### src/rtl/ffsr_pkg.sv
// Package: shared types and constants for the fast float square root pipeline.
package ffsr_pkg;

    localparam logic [31:0] ONE_BITS  = 32'h3F80_0000;
    localparam int          RAD_W     = 48;
    localparam int          REM_W     = 26;
    localparam int          ROOT_W    = 24;
    localparam int          EXP_W     = 8;
    localparam int          FRAC_W    = 23;
    localparam int          STEPS     = 3;
    localparam int          NUM_STAGE = ROOT_W / STEPS;

    // Work carried between root stages
    typedef struct packed {
        logic [RAD_W-1:0]  rad;
        logic [REM_W-1:0]  rem;
        logic [ROOT_W-1:0] root;
        logic [EXP_W-1:0]  expo;
    } work_t;

endpackage

### src/rtl/ffsr_if.sv
// Interfaces: operand and root channels with valid/ready handshake.
interface ffsr_operand_if;
    logic        valid;
    logic        ready;
    logic [31:0] operand_bits;
    modport source (output valid, output operand_bits, input ready);
    modport sink (input valid, input operand_bits, output ready);
endinterface

interface ffsr_root_if;
    logic        valid;
    logic        ready;
    logic [30:0] root_bits;
    modport source (output valid, output root_bits, input ready);
    modport sink (input valid, input root_bits, output ready);
endinterface

### src/rtl/ffsr_stage.sv
// Root stage: three digit-by-digit square root steps, then a register.
module ffsr_stage
(
    input  logic           clk,
    input  logic           rst_n,
    input  logic           advance,
    input  logic           in_valid,
    input  ffsr_pkg::work_t in_work,
    output logic           valid_reg,
    output ffsr_pkg::work_t work_reg
);

    ffsr_pkg::work_t work_next;

    always_comb
    begin
        logic [ffsr_pkg::REM_W+1:0] shifted;
        logic [ffsr_pkg::REM_W+1:0] trial;
        work_next = in_work;
        for (int s = 0; s < ffsr_pkg::STEPS; s++)
        begin
            shifted = {work_next.rem, work_next.rad[ffsr_pkg::RAD_W-1 -: 2]};
            trial   = {2'b00, work_next.root, 2'b01};
            work_next.rad = {work_next.rad[ffsr_pkg::RAD_W-3:0], 2'b00};
            if (shifted >= trial)
            begin
                shifted        = shifted - trial;
                work_next.root = {work_next.root[ffsr_pkg::ROOT_W-2:0], 1'b1};
            end
            else
            begin
                work_next.root = {work_next.root[ffsr_pkg::ROOT_W-2:0], 1'b0};
            end
            work_next.rem = shifted[ffsr_pkg::REM_W-1:0];
        end
    end

    always_ff @(posedge clk or negedge rst_n)
    begin
        if (!rst_n)
        begin
            valid_reg <= 1'b0;
        end
        else if (advance)
        begin
            valid_reg <= in_valid;
        end
    end

    always_ff @(posedge clk)
    begin
        if (advance)
        begin
            work_reg <= work_next;
        end
    end

endmodule

### src/rtl/fast_float_square_root.sv
// Top level: pipelined approximate single-precision square root.
//
// Channels: operand (sink) takes a 32-bit IEEE single word in operand_bits;
// result (source) gives the 31-bit root word in root_bits (sign always 0).
// A transaction completes at a rising edge with valid and ready both high.
//
// Pipeline: ten registers from operand to root_bits: one prep register
// (exponent and radicand), eight root stages of three restoring square root
// steps each, and one rounding/output register.
// Throughput: one transaction per cycle while result.ready is not held low, set by the per-stage root steps.
//
// Stalls: each stage advances when it is empty or its successor advances,
// so bubbles are squeezed out and a stalled result holds in the output
// register; operand.ready drops only when every stage holds an item.
// Reset clears all valid bits; data registers are not reset.
// Zero, negatives, denormals, infinities and NaNs follow the same formula.
module fast_float_square_root
#(
    parameter int KEPT_FRACTION_BITS = 15
)
(
    input  logic               clk,
    input  logic               rst_n,
    ffsr_operand_if.sink       operand,
    ffsr_root_if.source        result
);

    localparam int K      = KEPT_FRACTION_BITS;
    localparam int SH_ODD = 46 - K;
    localparam int NS     = ffsr_pkg::NUM_STAGE;

    // Valid bits and advance enables: index 0 prep, 1..NS root, NS+1 output
    logic [NS+1:0]   valid;
    logic [NS+1:0]   advance;
    ffsr_pkg::work_t work [NS+1];

    // ---- prep: exponent and radicand ----
    logic [31:0]                  diff;
    logic [31:0]                  half;
    logic [31:0]                  biased;
    logic [K:0]                   mant;
    logic [ffsr_pkg::RAD_W-1:0]   rad_odd;
    ffsr_pkg::work_t              prep_next;
    ffsr_pkg::work_t              prep_reg;
    logic                         prep_valid_reg;

    always_comb
    begin
        diff    = operand.operand_bits - ffsr_pkg::ONE_BITS;
        half    = {diff[31], diff[31:1]};
        biased  = half + ffsr_pkg::ONE_BITS;
        mant    = {1'b1, operand.operand_bits[22 -: K]};
        rad_odd = ffsr_pkg::RAD_W'(mant) << SH_ODD;
        prep_next.expo = biased[30:23];
        prep_next.rem  = '0;
        prep_next.root = '0;
        // Exponent bit clear: radicand doubles
        prep_next.rad  = operand.operand_bits[23] ? rad_odd
                                                  : {rad_odd[ffsr_pkg::RAD_W-2:0], 1'b0};
    end

    always_ff @(posedge clk or negedge rst_n)
    begin
        if (!rst_n)
        begin
            prep_valid_reg <= 1'b0;
        end
        else if (advance[0])
        begin
            prep_valid_reg <= operand.valid;
        end
    end

    always_ff @(posedge clk)
    begin
        if (advance[0])
        begin
            prep_reg <= prep_next;
        end
    end

    assign valid[0] = prep_valid_reg;
    assign work[0]  = prep_reg;

    // ---- root stages ----
    for (genvar g = 1; g <= NS; g++)
    begin : g_stage
        ffsr_stage u_stage
        (
            .clk       (clk),
            .rst_n     (rst_n),
            .advance   (advance[g]),
            .in_valid  (valid[g-1]),
            .in_work   (work[g-1]),
            .valid_reg (valid[g]),
            .work_reg  (work[g])
        );
    end

    // ---- rounding and output register ----
    logic                          out_valid_reg;
    logic [30:0]                   root_bits_reg;
    logic [ffsr_pkg::ROOT_W-1:0]   rounded;

    always_comb
    begin
        // Round up when remainder exceeds root (no ties possible)
        rounded = work[NS].root
                + ffsr_pkg::ROOT_W'(ffsr_pkg::REM_W'(work[NS].root) < work[NS].rem);
    end

    always_ff @(posedge clk or negedge rst_n)
    begin
        if (!rst_n)
        begin
            out_valid_reg <= 1'b0;
        end
        else if (advance[NS+1])
        begin
            out_valid_reg <= valid[NS];
        end
    end

    always_ff @(posedge clk)
    begin
        if (advance[NS+1])
        begin
            root_bits_reg <= {work[NS].expo, rounded[ffsr_pkg::FRAC_W-1:0]};
        end
    end

    assign valid[NS+1] = out_valid_reg;

    // Advance a stage when it is empty or its successor moves
    always_comb
    begin
        advance[NS+1] = !valid[NS+1] || result.ready;
        for (int i = NS; i >= 0; i--)
        begin
            advance[i] = !valid[i] || advance[i+1];
        end
    end

    assign operand.ready    = advance[0];
    assign result.valid     = out_valid_reg;
    assign result.root_bits = root_bits_reg;

    // ---- assertions ----
    a_full_when_blocked: assert property (@(posedge clk) disable iff (!rst_n)
        !operand.ready |-> (&valid))
        else $error("operand blocked while pipeline has a bubble");

    a_accept_lands: assert property (@(posedge clk) disable iff (!rst_n)
        (operand.valid && operand.ready) |=> valid[0])
        else $error("accepted transaction missing from prep stage");

    a_stall_holds: assert property (@(posedge clk) disable iff (!rst_n)
        (valid[NS] && result.valid && !result.ready) |=> valid[NS])
        else $error("last root stage dropped an item under stall");

endmodule

### src/flat_wrapper.sv
// flat-port wrapper written by rule: the top's interface ports become plain ports
module fast_float_square_root_flat 
#(
    parameter int KEPT_FRACTION_BITS = 15
)
  (clk, rst_n, operand_valid, operand_operand_bits, operand_ready, result_valid, result_root_bits, result_ready);
  ffsr_operand_if operand_i ();
  ffsr_root_if result_i ();
  input  logic clk;
  input  logic rst_n;
  input wire logic [$bits(operand_i.valid)-1:0] operand_valid;
  input wire logic [$bits(operand_i.operand_bits)-1:0] operand_operand_bits;
  output wire logic [$bits(operand_i.ready)-1:0] operand_ready;
  output wire logic [$bits(result_i.valid)-1:0] result_valid;
  output wire logic [$bits(result_i.root_bits)-1:0] result_root_bits;
  input wire logic [$bits(result_i.ready)-1:0] result_ready;
  assign operand_i.valid = operand_valid;
  assign operand_i.operand_bits = operand_operand_bits;
  assign operand_ready = operand_i.ready;
  assign result_valid = result_i.valid;
  assign result_root_bits = result_i.root_bits;
  assign result_i.ready = result_ready;
  fast_float_square_root #(.KEPT_FRACTION_BITS(KEPT_FRACTION_BITS)) u_core (.clk(clk), .rst_n(rst_n), .operand(operand_i), .result(result_i));
endmodule
### config.mk
export PLATFORM = sky130hd
export DESIGN_NAME = fast_float_square_root_flat
export DESIGN_NICKNAME = d
export VERILOG_FILES = /design/src/rtl/ffsr_pkg.sv /design/src/rtl/ffsr_if.sv /design/src/rtl/ffsr_stage.sv /design/src/rtl/fast_float_square_root.sv /design/src/flat_wrapper.sv
export SDC_FILE = /design/constraint.sdc
export NUM_CORES = 2
export LEC_CHECK = 0
export ABC_AREA = 1
export BUFFER_PORTS_ARGS = -buffer_cell sky130_fd_sc_hd__buf_4
export CAP_MARGIN = 10
export CORE_UTILIZATION = 65
export CTS_CLUSTER_SIZE = 8
export DETAILED_ROUTE_END_ITERATION = 8
export PLACE_DENSITY_LB_ADDON = 0.12
export SLEW_MARGIN = 10
export SYNTH_ARGS = -nofsm -noshare
export SYNTH_HDL_FRONTEND = slang
export SYNTH_SLANG_ARGS = --single-unit
export TNS_END_PERCENT = 20
### constraint.sdc
create_clock -name clk -period 21.4 [get_ports clk]
set_input_delay 3.21 -clock clk [delete_from_list [all_inputs] [get_ports clk]]
set_output_delay 3.21 -clock clk [all_outputs]
set_load 0.05 [all_outputs]
==> flow_summary_export.csv <==
group,metric,value,unit
worst_setup_path,regToRegEndpoint,"u_core.g_stage[6].u_stage.work_reg[41]",
timing,rsz0062_at_grt,"false",
timing,fin_worst_skew,0.0380,ns
worst_setup_path,r2r_start,"u_core.g_stage[5].u_stage.work_reg[8]",
route,drt_iter0_markers,3394,
worst_setup_path,reg2reg_slack,11.31,ns
timing,setup_viol,0,
route,ant_nets,0,
synthesis,synth_edf_count,447,
route,drtPass1Iterations,7,
place,dp_slack,9.61,ns
route,wl,112000,um
worst_setup_path,critical-path-max-stage-delay,0.73,ns
final_layout,antennaDiodeCount,0,
synthesis,syn-instance-count,5815,
clocking,cts_root_buffer,"clkbuf_16",
synthesis,yosysMostFrequentCell,"nand2_1",
synthesis,yosysTopAreaCellShare,0.323,
timing,worst_pin_slew,1.08,ns
timing,maxSlewViolCount,0,
timing,period_minus_slack,11.72,ns
flow_run,cap_violations,0,
hold_path,hold_depth,0,
route,wire_per_inst,16.6,um
final_layout,drive_gt1_frac,0.0624,
clocking,post_cts_buffers,0,
clocking,cts_inserted_buffers,68,
clocking,cts_tree,"done",
power_and_ir_drop,finalPower,5.47,mW
timing,max-slew-margin-rel,0.280,
synthesis,async_reset_ff_frac,0.0219,
power_and_ir_drop,p_per_area,122,mW/mm2
power_and_ir_drop,p_leak,21.7,nW
synthesis,yosysUniqueCellTypes,63,
hold_path,hold_path_class,"reg -> reg",
clocking,cts.clk_slew.worst_paths,0.05,ns
worst_setup_path,cpMostUsedCell,"nor2_1",
synthesis,seq_area_frac_synth,0.329,
final_layout,nets,6250,
grt,grt_use_total,0.340,
floorplanning,coreArea,0.0632,mm2
timing,fin_setup_tns,0,ns
route,viasPerCell,5.74,
worst_setup_path,cpMaxStageDelayCell,"inv_2",
timing,finalCritPeriodShare,0.547,
place,dp_hpwl,88800,um
timing,fmaxAchievable,85.4,MHz
clocking,cts_buffer_depth,3,
grt,grt-ovfl-total,0,
place,port_buffers,60,
floorplanning,initial_core_util,0.659,
synthesis,syn_area_per_cell,7.16,um2
clocking,holdBufCountCts,0,
final_layout,synthToLayoutAreaGrowth,7.45,%
grt,antenna_found_initial,1,
timing,setup_ws,9.68,ns
synthesis,synth_warnings,0,
grt,grt_max_degree,59,
clocking,htree_levels,3,
floorplanning,fp.dieW,255,um
synthesis,synth_seq_cells,457,
grt,grt_first_pass_wirelength,176000,um
hold_path,hold_end,"u_core.g_stage[7].u_stage.work_reg[4]",
status,outcome,"complete, no violations",
power_and_ir_drop,vdd_ir_drop_max,79.6,uV
worst_setup_path,reg2reg_depth,44,
floorplanning,die_height,255,um
synthesis,synth_commonest_cells,"1598 x nand2_1, 792 x inv_1, 553 x nor2_1, 447 x edfxtp_1, 439 x nand3_1",
synthesis,yosys_most_used_dff,"edfxtp_1",
floorplanning,die_area,0.0650,mm2
synthesis,synth_area_leader_cell,"edfxtp_1",
timing,holdWs,0.406,ns
clocking,clock-sinks,457,
final_layout,fillers,5348,
route,vias,38700,
worst_setup_path,path_max_fanout,53,
worst_setup_path,end_kind,"output pin",
place,gp_congestion,1.01,
worst_setup_path,crit_family,"buffers and inverters",
synthesis,netlist_area,0.0416,mm2
worst_setup_path,startpoint_type,"input port",
route,drc,0,
clocking,clock_latency,0.62,ns
worst_setup_path,cp_data_required_time,18.19,ns
grt,grt_pass1_vias,35300,
floorplanning,num_rows,92,
final_layout,largest_reg_flops,391,
worst_setup_path,criticalPathCategory,"in -> out",
timing,hold_viol,0,
floorplanning,pin_count,69,
worst_setup_path,path_buf_inv,15,
worst_setup_path,arrival,8.51,ns
clocking,cts_resized,0,
synthesis,ys_top_cells_by_area,"edfxtp_1 32%, nand2_1 14%, ha_1 9.6%",
hold_path,hp-start,"u_core.g_stage[6].u_stage.work_reg[4]",
through the flow:
stage,instance area (um2),util,instances
floorplan,41600,-,5817
global placement,42800,0.677,6661
detailed placement,42800,0.677,6661
CTS,44700,0.708,6748
global route,44700,0.708,6748
finish,44700,0.708,6748
layer usage:
metal,GRT usage,vias up,share of wire
li1,-,19400,-
met3,0.0506,243,0.078
met1,0.456,17600,0.44
met4,0.128,2,0.036
met2,0.556,1440,0.45
met5,0,-,0.00012
where the power goes:
part           leakage, nW  internal (mW)  switching (mW)  total (mW)
logic                 16.6          0.939            2.03        2.97
registers             4.17           1.34           0.170        1.51
clock network        0.934          0.587           0.399       0.986
worst max path at each step:
stage          slack, ns       endpoint  cells past startpoint    startpoint
2_1_floorplan       5.43  operand_ready                     18  result_ready
3_3_place_gp        9.78  operand_ready                     25  result_ready
3_5_place_dp        9.61  operand_ready                     25  result_ready
4_1_cts             9.58  operand_ready                     25  result_ready
5_1_grt             9.06  operand_ready                     25  result_ready
6_report            9.68  operand_ready                     25  result_ready
cell usage in the layout, fill, tap and decap left out, drive strengths merged, types with 8 or more instances in the layout:
cell type and instances:
nand2 1652, inv 821, nor2 592, nand3 460
edfxtp 447, o21ai 417, a21oi 327, ha 321
xor2 158, xnor2 127, nand4 119, clkbuf 75
buf 73, nor3 65, nand3b 37, or2 34
o21bai 25, o21a 20, a21o 18, a31oi 15
nor4 15, clkinv 12, dfrtp 10, and2 8
o211ai 8, fa 8
logic make-up (layout without fill, tap and decap cells):
| logic type | Yosys count | count (layout) | share of synthesized area |
|---|---|---|---|
| compound gates | 858 | 858 | 0.113 |
| xor+xnor | 285 | 285 | 0.0600 |
| fa+ha+maj | 329 | 329 | 0.100 |
| buf+inv | 897 | 982 | 0.0850 |
| flops | 457 | 457 | 0.329 |
| other cells | 1 | 3 | 0.0000901 |
| simple gates | 2988 | 2988 | 0.313 |
area by class of cell:
| cell class | count | area, um2 | area share |
|---|---|---|---|
| multi-input cells | 4463 | 24400 | 0.546 |
| flip-flops and latches | 457 | 13700 | 0.306 |
| repair buffers | 73 | 548 | 0.0123 |
| clock buffers | 75 | 1730 | 0.0386 |
| inverters | 822 | 3090 | 0.0690 |
| well taps | 846 | 1060 | 0.0237 |
| clock inverters | 12 | 201 | 0.00450 |
(Power assumes the default switching activity.)
